$ cat src/hw/rtl/assert_macros.svh
// assertion macros shared by the biquad filter modules
`ifndef ASSERT_MACROS_SVH
`define ASSERT_MACROS_SVH

// same-cycle implication, checked at every rising edge outside reset
`define BQF_ASSERT_IMP(label, clk, rst, ante, cons, msg) \
  label: assert property (@(posedge clk) disable iff (rst) (ante) |-> (cons)) \
    else $error(msg);

// next-cycle implication, checked at every rising edge outside reset
`define BQF_ASSERT_NXT(label, clk, rst, ante, cons, msg) \
  label: assert property (@(posedge clk) disable iff (rst) (ante) |=> (cons)) \
    else $error(msg);

`endif

$ cat src/hw/rtl/bqf_pkg.sv
// shared types and constants of the biquad filter
package bqf_pkg;

  localparam int COEF_BITS      = 32;
  localparam int OFFSET_BITS    = 16;
  localparam int CFG_DATA_BITS  = 32;
  localparam int CFG_INDEX_BITS = 3;

  localparam logic [CFG_INDEX_BITS-1:0] REG_COEF_FF0   = 3'd0;
  localparam logic [CFG_INDEX_BITS-1:0] REG_COEF_FF1   = 3'd1;
  localparam logic [CFG_INDEX_BITS-1:0] REG_COEF_FF2   = 3'd2;
  localparam logic [CFG_INDEX_BITS-1:0] REG_COEF_FB1   = 3'd3;
  localparam logic [CFG_INDEX_BITS-1:0] REG_COEF_FB2   = 3'd4;
  localparam logic [CFG_INDEX_BITS-1:0] REG_OUT_OFFSET = 3'd5;

  typedef struct packed {
    logic signed [COEF_BITS-1:0]   ff0;
    logic signed [COEF_BITS-1:0]   ff1;
    logic signed [COEF_BITS-1:0]   ff2;
    logic signed [COEF_BITS-1:0]   fb1;
    logic signed [COEF_BITS-1:0]   fb2;
    logic signed [OFFSET_BITS-1:0] offset;
  } bqf_cfg_t;

endpackage

$ cat src/hw/rtl/bqf_ff.sv
// feedforward pipeline: input register, input delay line, products and their sum
module bqf_ff import bqf_pkg::*; #(
  parameter int SAMPLE_BITS    = 16,
  parameter int COEF_FRAC_BITS = 24
) (
  input  logic                         clk,
  input  logic                         rst,
  input  logic signed [SAMPLE_BITS-1:0] sample_in,
  input  logic                         in_valid,
  output logic                         in_ready,
  input  bqf_cfg_t                     cfg,
  output logic                         ff_valid,
  input  logic                         ff_ready,
  output logic signed [((SAMPLE_BITS+COEF_BITS+3 < 64) ? SAMPLE_BITS+COEF_BITS+3 : 64)-1:0]
                                       ff_acc
);

  `include "assert_macros.svh"

  localparam int PROD_W = SAMPLE_BITS + COEF_BITS;
  localparam int ACC_W  = (PROD_W + 3 < 64) ? PROD_W + 3 : 64;
  localparam logic signed [ACC_W-1:0] ROUND_HALF = ACC_W'(1) << (COEF_FRAC_BITS - 1);

  logic v1, v2, v3;
  logic ready1, ready2, ready3;
  logic load1, load2, load3;

  logic signed [SAMPLE_BITS-1:0] in_delay1, in_delay2;
  logic signed [SAMPLE_BITS-1:0] x0, x1, x2;
  logic signed [PROD_W-1:0]      p0, p1, p2;
  logic signed [ACC_W-1:0]       acc;

  // a stage takes a new item when it is empty or its item moves on
  assign ready3   = !v3 || ff_ready;
  assign ready2   = !v2 || ready3;
  assign ready1   = !v1 || ready2;
  assign in_ready = ready1 && !rst;

  assign load1 = in_valid && in_ready;
  assign load2 = v1 && ready2;
  assign load3 = v2 && ready3;

  always_ff @(posedge clk) begin
    if (rst) begin
      v1        <= 1'b0;
      v2        <= 1'b0;
      v3        <= 1'b0;
      in_delay1 <= '0;
      in_delay2 <= '0;
    end else begin
      if (ready1) begin
        v1 <= in_valid;
      end
      if (ready2) begin
        v2 <= v1;
      end
      if (ready3) begin
        v3 <= v2;
      end
      if (load1) begin
        in_delay1 <= sample_in;
        in_delay2 <= in_delay1;
      end
    end
  end

  // the input history is snapshotted with each sample so later stages need no shared state
  always_ff @(posedge clk) begin
    if (load1) begin
      x0 <= sample_in;
      x1 <= in_delay1;
      x2 <= in_delay2;
    end
    if (load2) begin
      p0 <= PROD_W'(x0) * PROD_W'(cfg.ff0);
      p1 <= PROD_W'(x1) * PROD_W'(cfg.ff1);
      p2 <= PROD_W'(x2) * PROD_W'(cfg.ff2);
    end
    if (load3) begin
      acc <= ACC_W'(p0) + ACC_W'(p1) + ACC_W'(p2) + ROUND_HALF;
    end
  end

  assign ff_valid = v3;
  assign ff_acc   = acc;

  `BQF_ASSERT_NXT(a_in_delay_shift, clk, rst, load1,
    in_delay2 == $past(in_delay1), "input delay line did not shift on accept")
  `BQF_ASSERT_NXT(a_in_delay_hold, clk, rst, !load1,
    $stable(in_delay1) && $stable(in_delay2), "input delay line moved without a sample")
  `BQF_ASSERT_NXT(a_ff_hold, clk, rst, v3 && !ff_ready,
    v3 && $stable(ff_acc), "feedforward sum lost while feedback stage stalled")

endmodule

$ cat config.mk
export PLATFORM = sky130hd
export DESIGN_NAME = bqf_ff
export DESIGN_NICKNAME = d
export VERILOG_FILES = /design/src/hw/rtl/bqf_pkg.sv /design/src/hw/rtl/bqf_ff.sv
export VERILOG_INCLUDE_DIRS = /design/src /design/src/hw/rtl
export SDC_FILE = /design/constraint.sdc
export NUM_CORES = 2
export LEC_CHECK = 0
export BUFFER_PORTS_ARGS = -buffer_cell sky130_fd_sc_hd__buf_2
export CAP_MARGIN = 20
export CORE_MARGIN = 1
export CORE_UTILIZATION = 40
export CTS_CLUSTER_SIZE = 28
export DETAILED_ROUTE_END_ITERATION = 7
export GPL_ROUTABILITY_DRIVEN = 0
export PLACE_DENSITY = 0.66
export RECOVER_POWER = 50
export SETUP_SLACK_MARGIN = 0.1
export SYNTH_ARGS = -nofsm -noshare
export SYNTH_HDL_FRONTEND = slang
export SYNTH_SLANG_ARGS = --single-unit
$ cat constraint.sdc
create_clock -name clk -period 12.1 [get_ports clk]
set_input_delay 1.21 -clock clk [delete_from_list [all_inputs] [get_ports clk]]
set_output_delay 1.21 -clock clk [all_outputs]
set_load 0.02 [all_outputs]
* Word level (Yosys, flattened, before mapping)
Cells that the tools add are included.
** Operators by class
- $add $sub $neg :: 3
- $mul :: 3
- Reduce and logical (&&, ||, !) cells :: 11
** Operator list (number)
- $mul A16 B32 Y48 :: 3
- $add A50 B25 Y51 const B :: 1
- $add A49 B48 Y50 :: 1
- $add A48 B48 Y49 :: 1
- $logic_and A1 B1 Y1 :: 4
- $logic_not A1 Y1 :: 4
- $logic_or A1 B1 Y1 :: 3
** Storage, ports and cells
- Register bits :: 278
- Input bits :: 196
- Output and inout bits :: 53
- Word-level logic and storage cells :: 29

* Depth between registers and ports, before layout
- Word-level depth :: 6
- Mapped depth :: 27
- Mapped depth without buffers :: 25

* Worst setup path before layout
No wires, ideal clock.
- Path type :: input -> register
- From :: input ff_ready
- To :: register p0[0], enable pin
- Library setup time :: 0.667 ns
- Data arrival time :: 7.820 ns
- Data required time :: 11.433 ns
- Setup slack :: 3.614 ns
- Stages :: 3
- Path buffers :: 0
- Cell sequence :: nor2b_1 and2_1 nor2b_1
** Between the ends
- Longest elaborated chain between the ends :: 3
** RTL lines
- start: declaration :: line bqf_ff.sv:13 : input logic ff_ready,
- $logic_or A1 B1 Y1 :: line bqf_ff.sv:34 : assign ready3 = !v3 || ff_ready;
- $logic_or A1 B1 Y1 :: line bqf_ff.sv:35 : assign ready2 = !v2 || ready3;
- $logic_and A1 B1 Y1 :: line bqf_ff.sv:40 : assign load2 = v1 && ready2;
- named net load2 :: line bqf_ff.sv:26 : logic load1, load2, load3;
- end signal: assignment :: line bqf_ff.sv:75 : p0 <= PROD_W'(x0) * PROD_W'(cfg.ff0);
- end: declaration :: line bqf_ff.sv:30 : logic signed [PROD_W-1:0] p0, p1, p2;
The timed path passes the listed nets, and every way through them passes these cells.
A chain may end at the register's enable or synchronous reset.

* Worst setup path after layout
- From :: register x2[15]
- To :: register p2[38], data pin
** Between the ends
- Longest elaborated chain between the ends :: 1
** RTL lines
- start: declaration :: line bqf_ff.sv:29 : logic signed [SAMPLE_BITS-1:0] x0, x1, x2;
- start signal: assignment :: line bqf_ff.sv:72 : x2 <= in_delay2;
- $mul A16 B32 Y48 :: line bqf_ff.sv:77 : p2 <= PROD_W'(x2) * PROD_W'(cfg.ff2);
- end signal: assignment :: line bqf_ff.sv:77
- end: declaration :: line bqf_ff.sv:30
No other way between the ends.

==> metrics.md <==
| Metric | Value |
|---|---|
| Syn nets | 9071 |
| Post-layout net count | 9041 |
| Buffer count from post-CTS setup fixing | 0 |
| Slew @ Worst Pin | 4.00 ns |
| GRT overflow | 0 |
| Synth Register Bits | 278 |
| Vias | 46700 |
| Critical Path AT | 8.17 ns |
| Cts bufs inserted | 28 |
| Die W | 408 um |
| Mapped Area | 0.0661 sq mm |
| Crit share post-route | 65.7% |
| Finished Layout Cells | 9104 |
| Synth Area per Inst | 9.53 sq um |
| Primary FF master, synth | edfxtp_1 |
| P&R area growth vs syn | 5.64% |
| 1st-pass router iterations | 6 |
| Setup TNS | 0 ns |
| Initial antenna violation count | 18 |
| Tmin final | 7.95 ns |
| Worst Setup End Kind | flop |
| Relative slew margins | -167% |
| Post-synthesis cell type count | 88 |
| Cells after DPL | 9044 |
| Initial Util | 40.4% |
| CP Launch Type | flop |
| WHS Path Cells | 0 |
| Drt wl/cell | 19.1 um |
| Synthesized netlist cell count | 6930 |
| # setup viols final | 0 |
| EDFF count, synth | 243 |
| Root buffer cell | clkbuf_16 |
| Slew Viols, Final | 272 |
| HPWL Detailed | 136000 um |
| Remaining antenna violation count | 0 |
| Tightest Hold Check Type | flop to flop |
| Post-CTS Resized | 0 |
| Sequential fraction of the synthesis area | 12.1% |
| Synth cell count leaders | 1688 x inv_1, 1507 x fa_1, 986 x nand2_1, 621 x and2_1, 438 x ha_1 |
| Hold_buf cts | 0 |
| Status | finished with violations |
| Clock buffer depth | 3 |
| Row Count | 148 |
| Crit-path max FO | 28 |
| Vias per cell | 5.12 |
| Worst path required time | 12.32 ns |
| Top-count cell post-synth | inv_1 |
| Post-synth ARST share | 0% |
| First-pass GRT wire length | 278000 um |
| Total wire length | 174000 um |
| Global-route usage over all layers | 21.3% |
| Port bufs | 168 |
| Die Area | 0.167 sq mm |
| CTS H-Tree Depth | 1 |
| Top cell type by total area after synthesis | fa_1 |
| Vias in the first global route | 50500 |
| CTS Sinks | 278 |
| MaxCap Viol Count | 6 |
| RSZ-0062 raised after global routing | no |
| Clk_lat worst skew | 0.60 ns |
| CTS tree | done |
| Synth warn | 0 |
| Critical path class | flop to flop |
| Core Footprint | 0.163 sq mm |
| DRC violations left | 0 |
| Top cells by area, synth | fa_1 46%, edfxtp_1 11%, inv_1 9.6% |
| 1st-iter DRT viols | 3463 |
| Final Hold Fails | 0 |
| Post-synth top area share | 45.7% |
| Fraction of layout cells with a size suffix above 1 | 3.09% |
| Failing checks | max-capacitance violations, max-slew violations |
| Clk pin slew, worst setup/hold paths | 0.07 ns |
| Die Y | 408 um |
| Max Fclk | 126 MHz |
| Largest net degree at the start of global routing | 74 |
| R2R depth | 20 |
| Clock Skews | 0.0342 ns |
| # fillers | 15900 |
| I/O pin cnt | 249 |
## metrics by stage
stage          hold slack (ns)  worst slack (ns)  cell area (sq um)  utilization (%)
2_1_floorplan            0.409              3.61              66100                -
3_3_place_gp             0.415              3.83              68900             42.2
3_5_place_dp             0.418              3.77              68900             42.2
4_1_cts                  0.405              4.21              69800             42.8
5_1_grt                  0.446              3.83              69800             42.7
6_report                 0.413              4.15              69800             42.7
## per-layer routing
metal  global-route usage [%]  vias to the layer above  routed length, um  part of all wire (%)
met5                        0                        -                 75                 0.043
met4                     7.00                       12               6360                   3.7
met3                     3.49                      334              14100                   8.1
met2                     35.7                     1743              84000                    48
met1                     27.9                    24100              69300                    40
li1                         -                    20500                  -                     -
## registers in the layout, indices dropped and copies added (netlist names)
| register | count |
|---|---|
| v2 | 1 |
| ff_acc | 51 |
| p0 | 48 |
| in_delay1 | 16 |
| x2 | 16 |
| x1 | 16 |
| p2 | 48 |
| in_delay2 | 16 |
| x0 | 16 |
| p1 | 48 |
| v1 | 1 |
| ff_valid | 1 |
## final timing paths
path                                    start     end  slack (ns)
worst max-delay path                   x2[15]  p2[38]        4.15
worst min register to register  in_delay2[11]  x2[11]        0.41
worst max register to register         x2[15]  p2[38]        4.15
worst min-delay path            in_delay2[11]  x2[11]        0.41
## area by class of cell
type                    count  area (sq um)  area share, %
diodes                      8          20.0         0.0287
clock buffers              33           719           1.03
clock inverters            18           180          0.258
inverters                1690          6340           9.09
multi-input cells        4683         50700           72.6
flip-flops and latches    278          8000           11.5
well taps                2175          2720           3.90
repair buffers            219          1140           1.63
## cells by family after synthesis
logic type               after synthesis  share of synthesized area (%)
AO/OA/AOI/OAI                        556                           5.63
XOR/XNOR                             191                           2.53
adder cells (fa/ha/maj)             1945                           54.0
buffers and inverters               1969                           11.2
flip-flops                           278                           12.1
multiplexers                           2                         0.0303
AND/OR/NAND/NOR                     1989                           14.5
## critical path, stage by stage, from the launching register on
cell	delay (ns)
edfxtp_1	0.63
inv_2	0.63
nor2_1	0.18
fa_1	0.53
fa_1	0.43
fa_1	0.52
fa_1	0.45
fa_1	0.51
inv_1	0.06
fa_1	0.54
inv_1	0.06
ha_1	0.40
and3_1	0.29
a32o_1	0.18
or2_2	0.15
nand2b_1	0.13
a31oi_1	0.10
a31oi_1	0.30
a31oi_1	0.23
a2111oi_1	0.82
nor2_1	0.38
## placed cells by master (no fill, tap or decap), drive strengths merged, types with 6 or more instances in the layout
cell type / n
a211o: 6
a211oi: 11
a21boi: 8
a21o: 108
a21oi: 177
a221oi: 7
a31oi: 21
and2: 621
and3: 23
and4: 7
buf: 143
clkbuf: 109
clkinv: 12
dfxtp: 35
diode: 8
edfxtp: 243
fa: 1507
ha: 438
inv: 1691
nand2: 986
nand2b: 35
nand3: 26
nand3b: 34
nand4: 23
nor2: 166
nor2b: 26
nor3: 17
o211ai: 8
o21a: 18
o21ai: 92
o21bai: 31
o311ai: 8
or2: 6
xnor2: 142
xor2: 49
Power is left out: the tool's default activity adds up to more than one toggle a clock period on the data nets, which glitch-free logic cannot reach.
