===== src/hw/rtl/assert_macros.svh =====
// assertion macros shared by the biquad filter modules
`ifndef ASSERT_MACROS_SVH
`define ASSERT_MACROS_SVH

// same-cycle implication, checked at every rising edge outside reset
`define BQF_ASSERT_IMP(label, clk, rst, ante, cons, msg) \
  label: assert property (@(posedge clk) disable iff (rst) (ante) |-> (cons)) \
    else $error(msg);

// next-cycle implication, checked at every rising edge outside reset
`define BQF_ASSERT_NXT(label, clk, rst, ante, cons, msg) \
  label: assert property (@(posedge clk) disable iff (rst) (ante) |=> (cons)) \
    else $error(msg);

`endif


===== src/hw/rtl/bqf_pkg.sv =====
// shared types and constants of the biquad filter
package bqf_pkg;

  localparam int COEF_BITS      = 32;
  localparam int OFFSET_BITS    = 16;
  localparam int CFG_DATA_BITS  = 32;
  localparam int CFG_INDEX_BITS = 3;

  localparam logic [CFG_INDEX_BITS-1:0] REG_COEF_FF0   = 3'd0;
  localparam logic [CFG_INDEX_BITS-1:0] REG_COEF_FF1   = 3'd1;
  localparam logic [CFG_INDEX_BITS-1:0] REG_COEF_FF2   = 3'd2;
  localparam logic [CFG_INDEX_BITS-1:0] REG_COEF_FB1   = 3'd3;
  localparam logic [CFG_INDEX_BITS-1:0] REG_COEF_FB2   = 3'd4;
  localparam logic [CFG_INDEX_BITS-1:0] REG_OUT_OFFSET = 3'd5;

  typedef struct packed {
    logic signed [COEF_BITS-1:0]   ff0;
    logic signed [COEF_BITS-1:0]   ff1;
    logic signed [COEF_BITS-1:0]   ff2;
    logic signed [COEF_BITS-1:0]   fb1;
    logic signed [COEF_BITS-1:0]   fb2;
    logic signed [OFFSET_BITS-1:0] offset;
  } bqf_cfg_t;

endpackage


===== src/hw/rtl/bqf_fb.sv =====
// feedback stage with output delay line, then offset add into the output register
module bqf_fb import bqf_pkg::*; #(
  parameter int SAMPLE_BITS    = 16,
  parameter int COEF_FRAC_BITS = 24
) (
  input  logic                          clk,
  input  logic                          rst,
  input  bqf_cfg_t                      cfg,
  input  logic                          ff_valid,
  output logic                          ff_ready,
  input  logic signed [((SAMPLE_BITS+COEF_BITS+3 < 64) ? SAMPLE_BITS+COEF_BITS+3 : 64)-1:0]
                                        ff_acc,
  output logic signed [SAMPLE_BITS-1:0] sample_out,
  output logic                          out_valid,
  input  logic                          out_ready
);

  `include "assert_macros.svh"

  localparam int PROD_W = SAMPLE_BITS + COEF_BITS;
  localparam int ACC_W  = (PROD_W + 3 < 64) ? PROD_W + 3 : 64;
  localparam int SH_W   = ACC_W - COEF_FRAC_BITS;
  localparam int SUM_W  = ((SAMPLE_BITS > OFFSET_BITS) ? SAMPLE_BITS : OFFSET_BITS) + 1;

  localparam logic signed [SH_W-1:0]  Y_MAX = {{(SH_W-SAMPLE_BITS+1){1'b0}},
                                               {(SAMPLE_BITS-1){1'b1}}};
  localparam logic signed [SH_W-1:0]  Y_MIN = ~Y_MAX;
  localparam logic signed [SUM_W-1:0] O_MAX = {{(SUM_W-SAMPLE_BITS+1){1'b0}},
                                               {(SAMPLE_BITS-1){1'b1}}};
  localparam logic signed [SUM_W-1:0] O_MIN = ~O_MAX;

  logic v4, v5;
  logic ready4, ready5;
  logic load4, load5;

  logic signed [SAMPLE_BITS-1:0] out_delay1, out_delay2;
  logic signed [SAMPLE_BITS-1:0] out_reg;
  logic signed [PROD_W-1:0]      q1, q2;
  logic signed [ACC_W-1:0]       total;
  logic signed [SH_W-1:0]        shifted;
  logic signed [SAMPLE_BITS-1:0] y_next;
  logic signed [SUM_W-1:0]       osum;
  logic signed [SAMPLE_BITS-1:0] o_next;

  assign ready5   = !v5 || out_ready;
  assign ready4   = !v4 || ready5;
  assign ff_ready = ready4;

  assign load4 = ff_valid && ready4;
  assign load5 = v4 && ready5;

  // recursion: the previous filter value is read back from the delay line
  always_comb begin
    q1      = PROD_W'(out_delay1) * PROD_W'(cfg.fb1);
    q2      = PROD_W'(out_delay2) * PROD_W'(cfg.fb2);
    total   = ff_acc - ACC_W'(q1) - ACC_W'(q2);
    // floor shift: drop the fraction bits
    shifted = total[ACC_W-1:COEF_FRAC_BITS];
    if (shifted > Y_MAX) begin
      y_next = Y_MAX[SAMPLE_BITS-1:0];
    end else if (shifted < Y_MIN) begin
      y_next = Y_MIN[SAMPLE_BITS-1:0];
    end else begin
      y_next = shifted[SAMPLE_BITS-1:0];
    end
  end

  // offset applied to the filter value held in the delay line
  always_comb begin
    osum = SUM_W'(out_delay1) + SUM_W'(cfg.offset);
    if (osum > O_MAX) begin
      o_next = O_MAX[SAMPLE_BITS-1:0];
    end else if (osum < O_MIN) begin
      o_next = O_MIN[SAMPLE_BITS-1:0];
    end else begin
      o_next = osum[SAMPLE_BITS-1:0];
    end
  end

  always_ff @(posedge clk) begin
    if (rst) begin
      v4         <= 1'b0;
      v5         <= 1'b0;
      out_delay1 <= '0;
      out_delay2 <= '0;
    end else begin
      if (ready4) begin
        v4 <= ff_valid;
      end
      if (ready5) begin
        v5 <= v4;
      end
      if (load4) begin
        out_delay1 <= y_next;
        out_delay2 <= out_delay1;
      end
    end
  end

  always_ff @(posedge clk) begin
    if (load5) begin
      out_reg <= o_next;
    end
  end

  assign sample_out = out_reg;
  assign out_valid  = v5;

  `BQF_ASSERT_NXT(a_out_delay_hold, clk, rst, !load4,
    $stable(out_delay1) && $stable(out_delay2), "output delay line moved without a sample")
  `BQF_ASSERT_NXT(a_zero_offset, clk, rst, load5 && cfg.offset == '0,
    sample_out == $past(out_delay1), "zero offset changed the filter value")
  `BQF_ASSERT_IMP(a_stage_order, clk, rst, v4 && !ready5,
    !ff_ready, "feedback stage overwritten while output stalled")

endmodule


===== config.mk =====
export PLATFORM = sky130hd
export DESIGN_NAME = bqf_fb
export DESIGN_NICKNAME = d
export VERILOG_FILES = /design/src/hw/rtl/bqf_pkg.sv /design/src/hw/rtl/bqf_fb.sv
export VERILOG_INCLUDE_DIRS = /design/src /design/src/hw/rtl
export SDC_FILE = /design/constraint.sdc
export NUM_CORES = 2
export LEC_CHECK = 0
export ABC_CLOCK_PERIOD_IN_PS = 12500
export BUFFER_PORTS_ARGS = -buffer_cell sky130_fd_sc_hd__buf_2
export CAP_MARGIN = 15
export CORE_MARGIN = 4
export CORE_UTILIZATION = 60
export CTS_CLUSTER_DIAMETER = 50
export CTS_CLUSTER_SIZE = 24
export DETAILED_ROUTE_END_ITERATION = 12
export PLACE_DENSITY = 0.76
export SKIP_CTS_REPAIR_TIMING = 1
export SLEW_MARGIN = 20
export SYNTH_ARGS = -nofsm -noshare
export SYNTH_HDL_FRONTEND = slang
export SYNTH_SLANG_ARGS = --single-unit

===== constraint.sdc =====
create_clock -name clk -period 12.5 [get_ports clk]
set_input_delay 1.25 -clock clk [delete_from_list [all_inputs] [get_ports clk]]
set_output_delay 1.25 -clock clk [all_outputs]
set_load 0.02 [all_outputs]

* Yosys cells after proc, flatten, opt, wreduce, memory -nomap -nowiden *
Index checks and enable logic that the tools add are counted.

storage, ports and cells
  bits in registers = 50
  word-level logic and storage cells = 23
  output and inout bits = 18
  bits of input ports = 231

cells by class
  muxes and demuxes = 3
  multiply operators = 2
  $add $sub $neg = 3
  $lt $le $gt $ge = 4
  reductions and logical operators = 6

operator list
  cell                    number
  $sub A51 B48 Y51        2
  $mul A16 B32 Y48        2
  $mux W16                3
  $gt A27 B16 Y1 const B  1
  $lt A27 B16 Y1 const B  1
  $add A16 B16 Y17        1
  $gt A17 B16 Y1 const B  1
  $lt A17 B16 Y1 const B  1
  $logic_and A1 B1 Y1     2
  $logic_not A1 Y1        2
  $logic_or A1 B1 Y1      2

* Logic depth before layout (Yosys ltp) *
  word-level depth = 6
  gate-level depth with buffers = 32
  gate-level depth less buffers = 29

* Worst setup path before layout *
OpenSTA, ideal clock, no wires.

  kind = input-to-reg
  start = in cfg[47] in the netlist's numbering
  end = reg out_delay1[12]
  arrival = 9.084 ns
  library setup time = 0.081 ns
  path buffers = 2
  stages = 27
  required time = 12.419 ns
  path slack = 3.335 ns
  cells stage by stage = clkbuf_1 nand2_1 fa_1 fa_1 fa_1 fa_1 inv_1 fa_1 fa_1 inv_1 fa_1 inv_1 fa_1 inv_1 ha_1 and2_4 and3_1 a221o_1 and2_0 a211o_1 a211oi_2 nand4_1 or4_4 o41ai_4 buf_6 nand2_1 a211oi_2

between the ends
  word-level cells in the longest chain between the ends = 5
  elaborated cells on any way between the ends = 6
  classes of those cells = add/sub (1); mul (1); order compare (2); mux (2)

ends and longest elaborated chain
  element               line          source
  start, declared       bqf_fb.sv:8   input bqf_cfg_t cfg,
  $mul A16 B32 Y48 *    bqf_fb.sv:55  q2 = PROD_W'(out_delay2) * PROD_W'(cfg.fb2);
  $sub A51 B48 Y51 *    bqf_fb.sv:56  total = ff_acc - ACC_W'(q1) - ACC_W'(q2);
  $lt A27 B16 Y1        bqf_fb.sv:61  end else if (shifted < Y_MIN) begin
  $mux W16              bqf_fb.sv:61
  $mux W16 *            bqf_fb.sv:59  if (shifted > Y_MAX) begin
  end signal, assigned  bqf_fb.sv:94  out_delay1 <= y_next;
  end, declared         bqf_fb.sv:36  logic signed [SAMPLE_BITS-1:0] out_delay1, out_delay2;

Mark *: on every way between the ends. The rest lies on a longest branch, timed or not.
A chain may end at the register's enable or synchronous reset.

* Worst setup path after layout *
  start = in cfg[47] in the netlist's numbering
  end = reg out_delay1[14]

Same word-level chain as after synthesis.

==> flow_summary.toml <==
[critical_path]
cp_data_required_time_ns = 12.72
worst_path_max_delay_cell = "fa_1"
setup.worst_path.end_class = "register"
worst_ep_arrival_time_ns = 10.53
cp_max_fo = 16
path_class = "in -> reg"
slowest_delay_ns = 1.06
crit_top_cell = "fa_1"
cp-start-kind = "input pin"

[timing]
hold_viol_final = 0
finalSetupViolations = 0
max_freq_mhz = 97.1
max_slew_margin_pct = 26.8
period_needed_ns = 10.30
fin_tns_setup_ns = 0
postLayoutSetupSlackWorst_ns = 2.20
slew_violations = 0
period_share_pct = 82.4
rsz0062_at_grt = "no"
fin_skew_ns = 0.00690
worst_pin_slew_ns = 1.10

[final_layout]
drive_gt1_share_pct = 5.35
final_nets = 5983
finalInstanceArea_um2 = 42400
syn_to_final_growth_pct = 3.64
finish.utilization_pct = 62.8

[yosys]
syn_nets = 5990
ys_top_cells_by_area = "fa_1 56%, inv_1 11%, ha_1 7.7%, and2_1 7.3%, nand2_1 5.4%"
synth_commonest_cells = "1,185 x inv_1, 1,146 x fa_1, 583 x nand2_1"
synth_area_um2 = 40900
synth_seq_area_share_pct = 2.84
synthCells = 4363
ys.flop_type = "dfxtp_1"
synth_area_leader_cell = "fa_1"
synth_edf_count = 16
synth_top_area_share_pct = 56.1
ys_ff_latch = 50
synth_cell_types = 78
ys_async_sr_fraction_pct = 0
postSynthAreaPerCell_um2 = 9.37
yosysWarningCount = 0
yosysMostFrequentCell = "inv_1"

[cts]
htree_levels = 2
clk_pin_slew_ns = 0.07
clockBufferDepth = 2
clock-sinks = 50
cts_buffers = 5
cts_root_buf = "clkbuf_16"
clkLatencyLatePin_ns = 0.30
cts_tree = "yes"

[detailed_routing]
drtIter0Drc = 1702
wirelength_um = 106000
avgRoutedWirePerCell_um = 20.2
first_pass_iters = 5
via_count = 29000
vias_per_cell = 5.53
postRouteAntennaNets = 0
drc = 0

[floorplan]
core_um2 = 67400
io-pin-count = 249
die_y_um = 269
start_util_pct = 60.6
rows = 95
die_x_um = 269
die_area_um2 = 72300

[run_status]
status = "finished clean"

[grt]
grt_pass1_vias = 32900
grt_first_pass_wirelength_um = 172000
antenna_found_initial = 4
grt_max_degree = 36
grt_overflow = 0
grt_util_all_layers_pct = 31.0

[placement]
dpl_worst_slack_ns = 1.92
routabilityCongestion = 0.948
io_buffers = 152
post-dp-hpwl_um = 88300
place_area_um2 = 42200

[flow_run]
cap_violations = 0

[worst_hold_path]
holdCritPathClass = "reg -> reg"
## cell type report
cell class	count	area, µm²
Inverter	1185	4450
Clock inverter	3	47.5
Tap cell	873	1090
Timing Repair Buffer	179	963
Clock buffer	5	125
Multi-Input combinational cell	2935	34500
Sequential cell	50	1180
Fill cell	5600	25000
Antenna cell	5	12.5
## logic make-up (layout without fill, tap and decap cells)
family	count (synthesis)	count (layout)	synth area share, %
AO/OA/AOI/OAI	211	211	3.62
XOR/XNOR	55	55	1.18
adder cells (fa/ha/maj)	1411	1411	64.2
buffers and inverters	1378	1372	12.8
flip-flops	50	50	2.84
multiplexers	3	3	0.0765
other	0	5	0
AND/OR/NAND/NOR	1255	1255	15.3
## flip-flops by register name (all words and copies together) (netlist names)
signal,cells
out_delay1,16
v4,1
sample_out,16
out_delay2,16
out_valid,1
## placed cells by master (no fill, tap or decap), drive strengths merged, types with 15 or more instances in the layout
| master | instances |
|---|---|
| edfxtp | 16 |
| maj3 | 15 |
| inv | 1187 |
| xor2 | 20 |
| fa | 1146 |
| and2 | 480 |
| buf | 179 |
| nand2b | 25 |
| nor3 | 16 |
| nor2 | 52 |
| o21ai | 35 |
| nand2 | 588 |
| a211oi | 25 |
| nor2b | 45 |
| dfxtp | 34 |
| ha | 250 |
| a21oi | 79 |
| xnor2 | 35 |
## path summary, 6_finish.rpt
check / endpoint / cells past startpoint / start / slack (ns)
max reg2reg: out_delay1[14] / 28 / out_delay2[4] / 2.42
min reg2reg: out_valid / 2 / v4 / 0.51
max: out_delay1[14] / 26 / cfg[47] / 2.20
min: out_valid / 2 / v4 / 0.51
## through the flow
step / hold WS [ns] / cells
after CTS: 0.513 / 5230
final: 0.514 / 5235
after global placement: 0.497 / 5222
after global routing: 0.529 / 5231
after detailed placement: 0.499 / 5222
after floorplan: 0.475 / 4363
## worst max-delay path, delay by kind of cell
| family | cells | cell delay [ns] |
|---|---|---|
| adders and majority gates | 9 | 5.11 |
| and+or+nand+nor | 8 | 1.90 |
| AOI/OAI and AO/OA | 4 | 1.48 |
| buffers and inverters | 5 | 0.78 |
## metal layers
layer | track usage [%] | routed length [µm] | up-vias
li1 | - | - | 12400
met1 | 35.2 | 35700 | 15000
met2 | 56.3 | 55700 | 1160
met3 | 2.76 | 5580 | 422
met4 | 19.8 | 8650 | 0
met5 | 0 | 0 | -
Power is left out: the tool's default activity adds up to more than one toggle a clock period on the data nets, which glitch-free logic cannot reach.
