<file path="src/hw/rtl/assert_macros.svh">
// assertion macros shared by the biquad filter modules
`ifndef ASSERT_MACROS_SVH
`define ASSERT_MACROS_SVH

// same-cycle implication, checked at every rising edge outside reset
`define BQF_ASSERT_IMP(label, clk, rst, ante, cons, msg) \
  label: assert property (@(posedge clk) disable iff (rst) (ante) |-> (cons)) \
    else $error(msg);

// next-cycle implication, checked at every rising edge outside reset
`define BQF_ASSERT_NXT(label, clk, rst, ante, cons, msg) \
  label: assert property (@(posedge clk) disable iff (rst) (ante) |=> (cons)) \
    else $error(msg);

`endif

</file>
<file path="src/hw/rtl/bqf_pkg.sv">
// shared types and constants of the biquad filter
package bqf_pkg;

  localparam int COEF_BITS      = 32;
  localparam int OFFSET_BITS    = 16;
  localparam int CFG_DATA_BITS  = 32;
  localparam int CFG_INDEX_BITS = 3;

  localparam logic [CFG_INDEX_BITS-1:0] REG_COEF_FF0   = 3'd0;
  localparam logic [CFG_INDEX_BITS-1:0] REG_COEF_FF1   = 3'd1;
  localparam logic [CFG_INDEX_BITS-1:0] REG_COEF_FF2   = 3'd2;
  localparam logic [CFG_INDEX_BITS-1:0] REG_COEF_FB1   = 3'd3;
  localparam logic [CFG_INDEX_BITS-1:0] REG_COEF_FB2   = 3'd4;
  localparam logic [CFG_INDEX_BITS-1:0] REG_OUT_OFFSET = 3'd5;

  typedef struct packed {
    logic signed [COEF_BITS-1:0]   ff0;
    logic signed [COEF_BITS-1:0]   ff1;
    logic signed [COEF_BITS-1:0]   ff2;
    logic signed [COEF_BITS-1:0]   fb1;
    logic signed [COEF_BITS-1:0]   fb2;
    logic signed [OFFSET_BITS-1:0] offset;
  } bqf_cfg_t;

endpackage

</file>
<file path="src/hw/rtl/bqf_regs.sv">
// configuration registers: coefficients and output offset
module bqf_regs import bqf_pkg::*; #(
  parameter int COEF_FRAC_BITS = 24
) (
  input  logic                      clk,
  input  logic                      rst,
  input  logic                      cfg_we,
  input  logic [CFG_INDEX_BITS-1:0] cfg_index,
  input  logic [CFG_DATA_BITS-1:0]  cfg_data,
  output bqf_cfg_t                  cfg
);

  // 1.0 in the coefficient format
  localparam logic signed [COEF_BITS-1:0] COEF_UNITY = COEF_BITS'(1) << COEF_FRAC_BITS;

  always_ff @(posedge clk) begin
    if (rst) begin
      cfg.ff0    <= COEF_UNITY;
      cfg.ff1    <= '0;
      cfg.ff2    <= '0;
      cfg.fb1    <= '0;
      cfg.fb2    <= '0;
      cfg.offset <= '0;
    end else if (cfg_we) begin
      unique case (cfg_index)
        REG_COEF_FF0:   cfg.ff0    <= cfg_data[COEF_BITS-1:0];
        REG_COEF_FF1:   cfg.ff1    <= cfg_data[COEF_BITS-1:0];
        REG_COEF_FF2:   cfg.ff2    <= cfg_data[COEF_BITS-1:0];
        REG_COEF_FB1:   cfg.fb1    <= cfg_data[COEF_BITS-1:0];
        REG_COEF_FB2:   cfg.fb2    <= cfg_data[COEF_BITS-1:0];
        REG_OUT_OFFSET: cfg.offset <= cfg_data[OFFSET_BITS-1:0];
        default: ;
      endcase
    end
  end

endmodule

</file>
<file path="config.mk">
export PLATFORM = sky130hd
export DESIGN_NAME = bqf_regs
export DESIGN_NICKNAME = d
export VERILOG_FILES = /design/src/hw/rtl/assert_macros.svh /design/src/hw/rtl/bqf_pkg.sv /design/src/hw/rtl/bqf_regs.sv
export SDC_FILE = /design/constraint.sdc
export NUM_CORES = 1
export LEC_CHECK = 0
export ABC_AREA = 1
export BUFFER_PORTS_ARGS = -buffer_cell sky130_fd_sc_hd__buf_2
export CAP_MARGIN = 20
export CORE_ASPECT_RATIO = 1.75
export CORE_MARGIN = 2
export CORE_UTILIZATION = 46
export DETAILED_ROUTE_END_ITERATION = 10
export HOLD_SLACK_MARGIN = 0.12
export PLACE_DENSITY = 0.79
export SYNTH_ARGS = -nofsm -noshare
export SYNTH_HDL_FRONTEND = slang
export SYNTH_SLANG_ARGS = --single-unit
</file>
<file path="constraint.sdc">
create_clock -name clk -period 1.1 [get_ports clk]
set_clock_uncertainty 0.2 [all_clocks]
set_input_delay 0.22 -clock clk [delete_from_list [all_inputs] [get_ports clk]]
set_output_delay 0.22 -clock clk [all_outputs]
set_load 0.05 [all_outputs]
</file>
### Yosys cells after proc, flatten, opt, wreduce, memory -nomap -nowiden

Cells that the tools add are included.

* flip-flop bits (word level): 176
* input port bits: 38
* output and inout bits: 176
* word-level logic and storage cells: 18

* equality and inequality tests: 5
* reductions and logical operators: 7

Operator list (count)
* AND reduction 2 bit: 6
* == test 3 x 2 -> 1 bit (second input constant): 2
* == test 3 bit (second input constant): 2
* == test 3 x 1 -> 1 bit (second input constant): 1
* logical NOT 3 bit: 1

### Longest topological paths before layout

Gate-level depths: netlist of run 1.

* word-level depth: 2
* depth in mapped cells: 7
* mapped depth without buffers: 5

### Worst setup path after synthesis of run 1

No wires, ideal clock.

* kind: input -> register
* from: input port cfg_index[2]
* to: register cfg[27] (netlist name)
* library setup time: 0.114 ns
* arrival time: 0.942 ns
* required time: 0.786 ns
* slack: -0.156 ns
* stages: 7
* buffers on the path: 2
* cells stage by stage: nand2_1 > inv_1 > buf_2 > buf_2 > nand3_1 > nand2_1 > nor2_1

* word-level cells in the longest chain between the ends: 2

Ends and longest elaborated chain
* start, declared: RTL line bqf_regs.sv:8 `input logic [CFG_INDEX_BITS-1:0] cfg_index,`
* == test 3 bit: RTL line bqf_regs.sv:25 `unique case (cfg_index)`
* AND reduction 2 bit (no line)
* end, declared: RTL line bqf_regs.sv:10 `output bqf_cfg_t cfg`

No other way between the ends.
A chain may end at the register's enable or synchronous reset.

### Worst setup path after layout of run 1

* from: register cfg[13] (netlist name)
* to: output port cfg[13] (netlist name)

No word-level cell between the ends.

==> results of run 1 <==
-- Yosys cell counts --
| cell type | n |
|---|---|
| nor2_4 | 1 |
| dfxtp_1 | 176 |
| buf_2 | 49 |
| buf_4 | 6 |
| nor2_1 | 352 |
| inv_2 | 2 |
| nand2_1 | 184 |
| nor2_2 | 7 |
| inv_1 | 36 |
| nand3_1 | 176 |
| buf_1 | 4 |
| clkinv_1 | 1 |
| clkbuf_1 | 12 |
-- layer usage --
metal	track usage	wire, um
met5	0	13
met2	0.558	14700
met1	0.316	9010
met4	0.211	2040
met3	0.0667	2170
-- final cells by class --
| class | count | area [um2] | share of cell area |
|---|---|---|---|
| antenna | 1 | 2.50 | 0.000220 |
| clock buffer | 18 | 429 | 0.0377 |
| clock inverter | 14 | 248 | 0.0218 |
| inverter | 39 | 154 | 0.0135 |
| multi-input combinational | 720 | 3010 | 0.264 |
| sequential | 176 | 3760 | 0.330 |
| tap | 183 | 229 | 0.0201 |
| timing repair buffer | 269 | 3560 | 0.313 |
-- power groups by stage --
stage	sequential [mW]	combinational (mW)	clock, mW
2_1_floorplan	7.62	0.914	0
3_3_place_gp	6.86	2.31	0
3_5_place_dp	6.86	2.33	0
4_1_cts	6.84	2.74	6.99
5_1_grt	6.87	3.09	7.30
6_report	6.85	2.95	7.02
-- logic make-up (layout without fill, tap and decap cells) --
| logic type | Yosys count | after routing | share of synthesized area |
|---|---|---|---|
| buf+inv | 110 | 340 | 0.0713 |
| flops | 176 | 176 | 0.506 |
| other cells | 0 | 1 | 0 |
| simple gates | 720 | 720 | 0.423 |
-- repair_timing --
action,4_1_cts,5_1_grt
hold buffers,1,1
resized for setup,656,45
pin swaps,0,4
endpoints found under the setup margin,176,204
endpoints found under the hold margin,175,110
setup buffers,7,11
gates cloned,0,4
-- stage by stage --
stage,instances,instance area [um2],setup slack [ns]
after floorplan,1006,7150,-0.00521
after global placement,1364,8510,-0.323
after detailed placement,1364,8510,-0.367
after CTS,1404,11100,-0.273
after global routing,1420,11400,-0.299
final,1420,11400,-0.295
-- path summary, 6_finish.rpt --
| path | startpoint | endpoint | slack [ns] | cells after the start |
|---|---|---|---|---|
| max reg2reg | cfg[129] | cfg[129] | 0.03 | 4 |
| max | cfg[13] | cfg[13] | -0.29 | 1 |
| min reg2reg | cfg[84] | cfg[84] | 0.29 | 2 |
| min | cfg_data[30] | cfg[110] | 0.03 | 5 |
==> results.cfg, run 1 <==
[timing]
timing.final.ws_setup_ns = -0.295
hold_viol_final = 0
setup_viol = 179
worst_slew_pin_slew_ns = 0.337
timing.hold.ws_ns = 0.0314
drv_slew = 0
slew_headroom = 0.775
rsz0062_at_grt = yes
fmax_mhz = 717
setup_tns_ns = -42.84
period_minus_slack_ns = 1.39
fin_crit_sh = 1.27

[power_and_ir_drop]
cell_internal_pwr_mw = 12.0
vdd_drop_max_uv = 1210
power_mw = 16.8
switching_power_mw = 4.78
leakagePower_nw = 5.08
clock_power_share = 0.417
seq_power_share = 0.407
p_comb_frac = 0.175
power_per_cell_area_mw_per_mm2 = 1480
switching_share = 0.284

[run_status]
outcome = complete, but fails checks
violations = negative setup slack

[setup_path]
critPathTopFamily = flip-flops
worst-path-max-fanout = 2
startpoint_type = flip-flop
crit_type = flip-flop to output pin
max_stage_delay_ns = 0.39
worst-path-buf-inv = 1
cp.required_ns = 0.68
endpoint_kind = output pin
path_cells = buf_8
cp.arrival_ns = 0.97
crit_slowest_cell = dfxtp_2

[place]
place_congestion = 0.873
dp_hpwl_mm = 14.9
portBuffers = 213

[route]
vias_per_cell = 5.58
drc = 0
wirelength_mm = 27.9
wire_per_inst_um = 19.7
dr.pass1.iters = 6
dr.first_iter.drc_count = 663
drtAntennaViolNets = 0
vias = 7928

[synthesis]
netlist_instances = 1006
synth-seq-cells = 176
synthTopCellsByArea = dfxtp_1 51%, nor2_1 19%, nand3_1 13%
synth_top_area_share = 0.506
netlist_area_mm2 = 0.00697
ys_types = 13
synth-seq-area-share = 0.506
avgSynthCellArea_um2 = 6.93
ys_warn_count = 0
syn_nets = 1044
synth_largest_area_cell = dfxtp_1

[final_layout]
utilization = 0.768
largest-register = cfg
fin_nets = 1261
layout-drive-gt1-share = 0.401
fill_cells = 869
largest_reg_flops = 176
largest_registers = cfg (176)
layout_commonest_cell = nor2_1
syn_to_final_growth_pct = 63.5
layout_common_cells = 348 x nor2_1, 181 x nand2_1, 176 x nand3_1, 170 x dfxtp_2, 158 x buf_8

[global_routing]
grt_pass1_vias = 7692
track_usage = 0.310
grt_first_pass_wirelength_mm = 40.1
grt_max_degree = 72
antenna_found_initial = 2
globalRoute.totalOverflow = 0

[flow_run]
maxCapViolCount = 0

[floorplanning]
die_w_um = 97.0
rows = 59
die_h_um = 167
initial_core_util = 0.470
core_area_mm2 = 0.0148
die_area_mm2 = 0.0162
io_pins = 214

[clock_tree]
cts.sinks = 176
cts_max_path_buffers = 2
htreeDepth = 4
numCtsBuffers = 17
clock_latency_ns = 0.42
cts_tree = built
clk_pin_slew_worst_paths_ns = 0.07
root_buffer = clkbuf_16

[min_path]
hold_class = input pin to flip-flop
(Power assumes the default switching activity.)
==> run 2, diff against run 1 <==
==> config.mk (replaced) <==
export PLATFORM = sky130hd
export DESIGN_NAME = bqf_regs
export DESIGN_NICKNAME = d
export VERILOG_FILES = /design/src/hw/rtl/assert_macros.svh /design/src/hw/rtl/bqf_pkg.sv /design/src/hw/rtl/bqf_regs.sv
export SDC_FILE = /design/constraint.sdc
export NUM_CORES = 1
export LEC_CHECK = 0
export CAP_MARGIN = 20
export CORE_ASPECT_RATIO = 1.75
export CORE_MARGIN = 2
export CORE_UTILIZATION = 57
export DETAILED_ROUTE_END_ITERATION = 10
export DONT_BUFFER_PORTS = 1
export HOLD_SLACK_MARGIN = 0.12
export PLACE_DENSITY = 0.78
export SYNTH_ARGS = -nofsm -noshare
export SYNTH_HDL_FRONTEND = slang
export SYNTH_SLANG_ARGS = --single-unit
==> run 2 against run 1 <==
Compared with the run above:
- the run now fails in clock tree synthesis
- synthesized cell count decreased by 39%
- synthesized area decreased by 1.1%
==> results.cfg, run 2 <==
[clock_tree]
htreeDepth = 4
cts.sinks = 176
cts_setup_buffers = 72
ctsResizeCount = 209
root_buffer = clkbuf_16
cts_hold_buf = 4
cts_max_path_buffers = 2
numCtsBuffers = 17

[synthesis]
synth_compound_area_frac = 0
synth_mux_area_frac = 0.256
netlist_instances = 613
synth_top_family_by_area = multiplexers
synth-seq-cells = 176
synth_fa_ha_area_frac = 0
avgSynthCellArea_um2 = 11.2
synthTopCellsByArea = dfxtp_1 51%, mux2i_1 26%, nand2b_1 19%
synthArstFlopShare = 0
synth_largest_area_cell = dfxtp_1
syn_nets = 651
synth-seq-area-share = 0.511
synth_edf_count = 0
netlist_area_mm2 = 0.00689
ys_types = 13
synth_most_common_cell = nand2b_1
synth_ff_type = dfxtp_1
synth_xor_area_frac = 0
ys_warn_count = 0
synth_top_cells_by_count = 207 x nand2b_1, 176 x dfxtp_1, 176 x mux2i_1
synthSimpleGateAreaFrac = 0.202
synth_top_area_share = 0.511

[floorplanning]
die_h_um = 149
die_w_um = 87.1
rows = 53
initial_core_util = 0.577
io_pins = 214

[place]
dp_hpwl_mm = 15.0
portBuffers = 0
place_ws_ns = -0.291
place_congestion = 0.807

[run_status]
outcome = aborted with a tool error
lastStage = clock tree synthesis
error_line = [ERROR DPL-0038] Utilization greater than 100%, impossible to legalize
run 2: cell families after synthesis:
family,count (synthesis)
simple gates,217
mux,176
flops,176
buf+inv,44
run 2: per-stage QoR:
| stage | cell area, um2 | TNS [ns] | hold slack (ns) | utilization | cells |
|---|---|---|---|---|---|
| floorplan | 7110 | -25.86 | 0.187 | - | 613 |
| detailed placement | 10600 | -18.34 | 0.213 | 0.890 | 893 |
| global placement | 10600 | -11.63 | 0.192 | 0.890 | 893 |
==> run 3, diff against run 2 <==
--- a/config.mk
+++ b/config.mk
@@ -6,13 +6,11 @@
 export NUM_CORES = 1
 export LEC_CHECK = 0
 export CAP_MARGIN = 20
-export CORE_ASPECT_RATIO = 1.75
 export CORE_MARGIN = 2
-export CORE_UTILIZATION = 57
+export CORE_UTILIZATION = 40
 export DETAILED_ROUTE_END_ITERATION = 10
 export DONT_BUFFER_PORTS = 1
-export HOLD_SLACK_MARGIN = 0.12
-export PLACE_DENSITY = 0.78
+export PLACE_DENSITY_LB_ADDON = 0.15
 export SYNTH_ARGS = -nofsm -noshare
 export SYNTH_HDL_FRONTEND = slang
 export SYNTH_SLANG_ARGS = --single-unit
==> constraint.sdc (replaced) <==
create_clock -name clk -period 1.43 [get_ports clk]
set_clock_uncertainty 0.2 [all_clocks]
set_input_delay 0.286 -clock clk [delete_from_list [all_inputs] [get_ports clk]]
set_output_delay 0.286 -clock clk [all_outputs]
set_load 0.05 [all_outputs]
==> run 3 against run 2 <==
Compared with the run above:
- the flow now finishes, with violations (negative hold slack)
- synthesized cell count unchanged
- synthesized area stayed put
==> results.cfg, run 3 <==
[final_layout]
syn_to_final_growth_pct = 52.8
largest-register = cfg
layout.cells.non_filler = 1059
layout-drive-gt1-share = 0.419
final_cell_area_mm2 = 0.0105
layout_commonest_cell = nand2b_1
largest_reg_flops = 176
fin_nets = 863
layout_common_cells = 207 x nand2b_1, 176 x mux2i_1, 141 x buf_6, 126 x dfxtp_2, 50 x dfxtp_1
largest_registers = cfg (176)

[clock_tree]
numCtsBuffers = 17
root_buffer = clkbuf_16
clock_latency_ns = 0.42
cts_tree = built
cts.sinks = 176
cts_max_path_buffers = 2
cts_hold_buf = 53
clk_pin_slew_worst_paths_ns = 0.07
htreeDepth = 4

[synthesis]
ys_warn_count = 0
synth_top_cells_by_count = 207 x nand2b_1, 176 x dfxtp_1, 176 x mux2i_1
synth-seq-area-share = 0.511
synth_most_common_cell = nand2b_1
netlist_instances = 613
ys_types = 13
syn_nets = 651
synth-seq-cells = 176
synth_largest_area_cell = dfxtp_1
synth_ff_type = dfxtp_1
synth_edf_count = 0
avgSynthCellArea_um2 = 11.2
netlist_area_mm2 = 0.00689
synthTopCellsByArea = dfxtp_1 51%, mux2i_1 26%, nand2b_1 19%
synthArstFlopShare = 0
synth_top_area_share = 0.511

[setup_path]
crit_slowest_cell = dfxtp_2
worst-path-buf-inv = 1
worst-path-max-fanout = 2
startpoint_type = flip-flop
r2r_start = cfg[46]
r2r_setup_slack_ns = 0.03
endpoint_kind = output pin
max_stage_delay_ns = 0.36
cp.required_ns = 0.94
critPathTopFamily = flip-flops
rr_worst_depth = 3
cp.arrival_ns = 0.93
path_cells = buf_8
reg2reg_to = cfg[46]
crit_type = flip-flop to output pin

[place]
portBuffers = 0
place_congestion = 0.763
placed_cells = 976
dpl_cell_area_mm2 = 0.00847
dp_hpwl_mm = 11.9

[route]
drtAntennaViolNets = 0
drc = 0
wire_per_inst_um = 17.5
wirelength_mm = 18.5
dr.first_iter.drc_count = 246
vias_per_cell = 4.78
dr.pass1.iters = 4
vias = 5059

[run_status]
violations = negative hold slack
outcome = complete, but fails checks

[min_path]
min_to = cfg[18]
min_path_cells = 2
hold_class = input pin to flip-flop
holdCritStartpoint = rst

[power_and_ir_drop]
clock_power_share = 0.439
seq_power_share = 0.458
p_comb_frac = 0.104
vdd_drop_max_uv = 805
switching_power_mw = 2.69
power_mw = 11.1
power_per_cell_area_mw_per_mm2 = 1050
switching_share = 0.242
leakagePower_nw = 4.89
cell_internal_pwr_mw = 8.42

[global_routing]
grt_pass1_vias = 5447
antenna_found_initial = 1
grt_max_degree = 210
grt_first_pass_wirelength_mm = 28.8
globalRoute.totalOverflow = 0
track_usage = 0.203

[floorplanning]
initial_core_util = 0.413
core_area_mm2 = 0.0167
die_h_um = 135
die_area_mm2 = 0.0183
io_pins = 214
rows = 47
die_w_um = 135

[timing]
setup_tns_ns = 0
fin_crit_sh = 0.990
setup_viol = 0
slew_headroom = 0.773
fmax_mhz = 707
timing.hold.ws_ns = -0.156
drv_slew = 0
hold_viol_final = 96
rsz0062_at_grt = yes
period_minus_slack_ns = 1.42
worst_slew_pin_slew_ns = 0.340

[flow_run]
maxCapViolCount = 0
## run 3: cell counts after synthesis
No cell type changed its count.
## run 3: worst max-delay path by stage
stage | end | cells after the start | from | slack (ns)
2_1_floorplan | cfg[164] | 4 | cfg_index[1] | -0.1
3_3_place_gp | cfg[172] | 2 | cfg_index[1] | -0.01
3_5_place_dp | cfg[174] | 2 | cfg_index[1] | -0.04
4_1_cts | cfg[48] | 1 | cfg[48] | 0.0003
5_1_grt | cfg[129] | 1 | cfg[129] | -0.02
6_report | cfg[129] | 1 | cfg[129] | 0.01
## run 3: repair_timing
action	in CTS	in global routing
buffers inserted	0	2
endpoints found under the setup margin	110	159
gates resized for setup	147	189
hold endpoints to repair	176	143
## run 3: layout make-up
cell class / instances / area [um2]
flip-flops and latches: 176 / 3680
repair buffers: 237 / 2750
clock inverters: 11 / 153
well taps: 220 / 275
multi-input cells: 393 / 3200
fillers: 1301 / 6170
clock buffers: 21 / 470
diodes: 1 / 2.50
## run 3: per-stage QoR
step	setup WS (ns)	hold slack [ns]	util
after floorplan	-0.0999	0.253	-
after global placement	-0.0112	0.261	0.507
after detailed placement	-0.0400	0.266	0.507
after CTS	0.000264	-0.159	0.604
after global routing	-0.0192	-0.175	0.631
final	0.0147	-0.156	0.631
## run 3: power groups by stage
stage	clock (mW)	sequential (mW)	combinational, mW
floorplan	0	5.55	0.398
global placement	0	5.15	1.01
detailed placement	0	5.15	1.02
CTS	4.94	5.06	1.12
global route	5.17	5.09	1.20
finish	4.87	5.08	1.15
## run 3: logic make-up (layout without fill, tap and decap cells)
family / count (synthesis) / after routing / synth area share
mux: 176 / 176 / 0.256
flops: 176 / 176 / 0.511
buf+inv: 44 / 269 / 0.0307
simple gates: 217 / 217 / 0.202
other cells: 0 / 1 / 0
## run 3: per-layer routing
metal / global-route usage / wire length [um]
met1: 0.233 / 7650
met2: 0.354 / 9360
met3: 0.0748 / 1220
met4: 0.0573 / 275
met5: 0 / 0
==> run 4, diff against run 3 <==
--- a/config.mk
+++ b/config.mk
@@ -5,12 +5,14 @@
 export SDC_FILE = /design/constraint.sdc
 export NUM_CORES = 1
 export LEC_CHECK = 0
+export ABC_AREA = 1
 export CAP_MARGIN = 20
 export CORE_MARGIN = 2
 export CORE_UTILIZATION = 40
 export DETAILED_ROUTE_END_ITERATION = 10
 export DONT_BUFFER_PORTS = 1
 export PLACE_DENSITY_LB_ADDON = 0.15
+export SKIP_LAST_GASP = 1
 export SYNTH_ARGS = -nofsm -noshare
 export SYNTH_HDL_FRONTEND = slang
 export SYNTH_SLANG_ARGS = --single-unit
==> run 4 against run 3 <==
Compared with the run above:
- the run now ends clean
- sequential share of layout area increased by 1.8 points
- register-to-register slack improved by 0.44 ns
- maximum frequency shrank 0.45%
- clock power is 8.2% lower
- largest cell class unchanged
- largest power group unchanged
- highest routed layer unchanged
==> results.cfg, run 4 (synthesis results as in run 1) <==
[run_status]
outcome = completed

[clock_tree]
cts_tree = built
root_buffer = clkbuf_16
clk_pin_slew_worst_paths_ns = 0.07
clock_latency_ns = 0.42
numCtsBuffers = 17
htreeDepth = 4
cts_max_path_buffers = 2
cts.sinks = 176

[route]
wire_per_inst_um = 16.2
wirelength_mm = 22.5
vias = 6798
dr.pass1.iters = 5
drtAntennaViolNets = 0
dr.first_iter.drc_count = 443
vias_per_cell = 4.90
drc = 0

[final_layout]
final_cell_area_mm2 = 0.0101
multi_input_area_mm2 = 0.00298
largest_registers = cfg (176)
largest_reg_flops = 176
layout_common_cells = 350 x nor2_1, 184 x nand2_1, 176 x nand3_1, 124 x buf_6, 114 x dfxtp_2
syn_to_final_growth_pct = 44.8
fill_cells = 1672
layout.area.seq_mm2 = 0.00371
utilization = 0.587
layout.cells.non_filler = 1386
layout_commonest_cell = nor2_1
fin_nets = 1186
largest-register = cfg
antenna_cells = 0
layout-drive-gt1-share = 0.307

[min_path]
hold_class = input pin to flip-flop

[floorplanning]
core_area_mm2 = 0.0172
rows = 48
die_area_mm2 = 0.0185
initial_core_util = 0.406
io_pins = 214
die_h_um = 136
die_w_um = 136

[place]
dpl_cell_area_mm2 = 0.00857
portBuffers = 0
dp_hpwl_mm = 15.0
placed_cells = 1344
place_congestion = 0.811

[global_routing]
track_usage = 0.238
grt_max_degree = 57
antenna_found_initial = 0
grt_pass1_vias = 5841
globalRoute.totalOverflow = 0
grt_first_pass_wirelength_mm = 33.8

[timing]
setup_viol = 0
period_minus_slack_ns = 1.42
fmax_mhz = 703
rsz0062_at_grt = yes
worst_slew_pin_slew_ns = 0.436
fin_crit_sh = 0.994
slew_headroom = 0.709
drv_slew = 0
timing.hold.ws_ns = 0.00774
hold_viol_final = 0

[setup_path]
endpoint_kind = output pin
crit_slowest_cell = dfxtp_2
crit_type = flip-flop to output pin
startpoint_type = flip-flop
worst-path-max-fanout = 2
critPathTopFamily = flip-flops
cp.arrival_ns = 0.94
max_stage_delay_ns = 0.36
path_cells = buf_8
cp.required_ns = 0.94
r2r_setup_slack_ns = 0.47
worst-path-buf-inv = 1

[power_and_ir_drop]
power_mw = 11.6
power_per_cell_area_mw_per_mm2 = 1150
leakagePower_nw = 4.43
vdd_drop_max_uv = 853

[flow_run]
maxCapViolCount = 0
-- run 4: worst reg2reg max path, stage by stage (launching register included) --
cell and delay, ns:
dfxtp_2 0.34, buf_6 0.16, nor2_1 0.06, nor2_1 0.13
-- run 4: path summary, 6_finish.rpt --
path,start,endpoint,cells after the start
max,cfg[80],cfg[80],1
min,cfg_index[1],cfg[111],5
max reg2reg,cfg[130],cfg[130],3
min reg2reg,cfg[56],cfg[56],2
-- run 4: cell type report --
| type | instances | area share |
|---|---|---|
| flip-flops and latches | 176 | 0.368 |
| clock buffers | 19 | 0.0439 |
| well taps | 225 | 0.0279 |
| clock inverters | 13 | 0.0113 |
| inverters | 39 | 0.0150 |
| multi-input cells | 720 | 0.295 |
| repair buffers | 194 | 0.239 |
-- run 4: routing by layer --
metal / track usage / share of wire / vias to the layer above
met5: 0 / 0 / -
met4: 0.0660 / 0.017 / 0
met3: 0.0817 / 0.085 / 23
met2: 0.371 / 0.47 / 218
met1: 0.315 / 0.43 / 3139
li1: - / - / 3418
-- run 4: power breakdown --
group | switching, mW | internal, mW | leakage (nW)
Sequential | 0.173 | 5.08 | 1.49
Clock | 2.02 | 2.44 | 0.262
Combinational | 1.26 | 0.633 | 2.68
Total | 3.46 | 8.16 | 4.43
-- run 4: repair_timing --
item | 4_1_cts | 5_1_grt
hold endpoints to repair | 23 | 0
resized for setup | 200 | 120
hold buffers | 8 | 0
setup endpoints to repair | 155 | 114
buffers inserted | 0 | 2
-- run 4: metrics by stage --
stage | setup TNS, ns | worst slack (ns)
5_1_grt | -0.222 | -0.0279
2_1_floorplan | 0 | 0.108
3_5_place_dp | 0 | 0.0322
4_1_cts | -0.0207 | -0.00609
3_3_place_gp | 0 | 0.0662
6_report | 0 | 0.00830
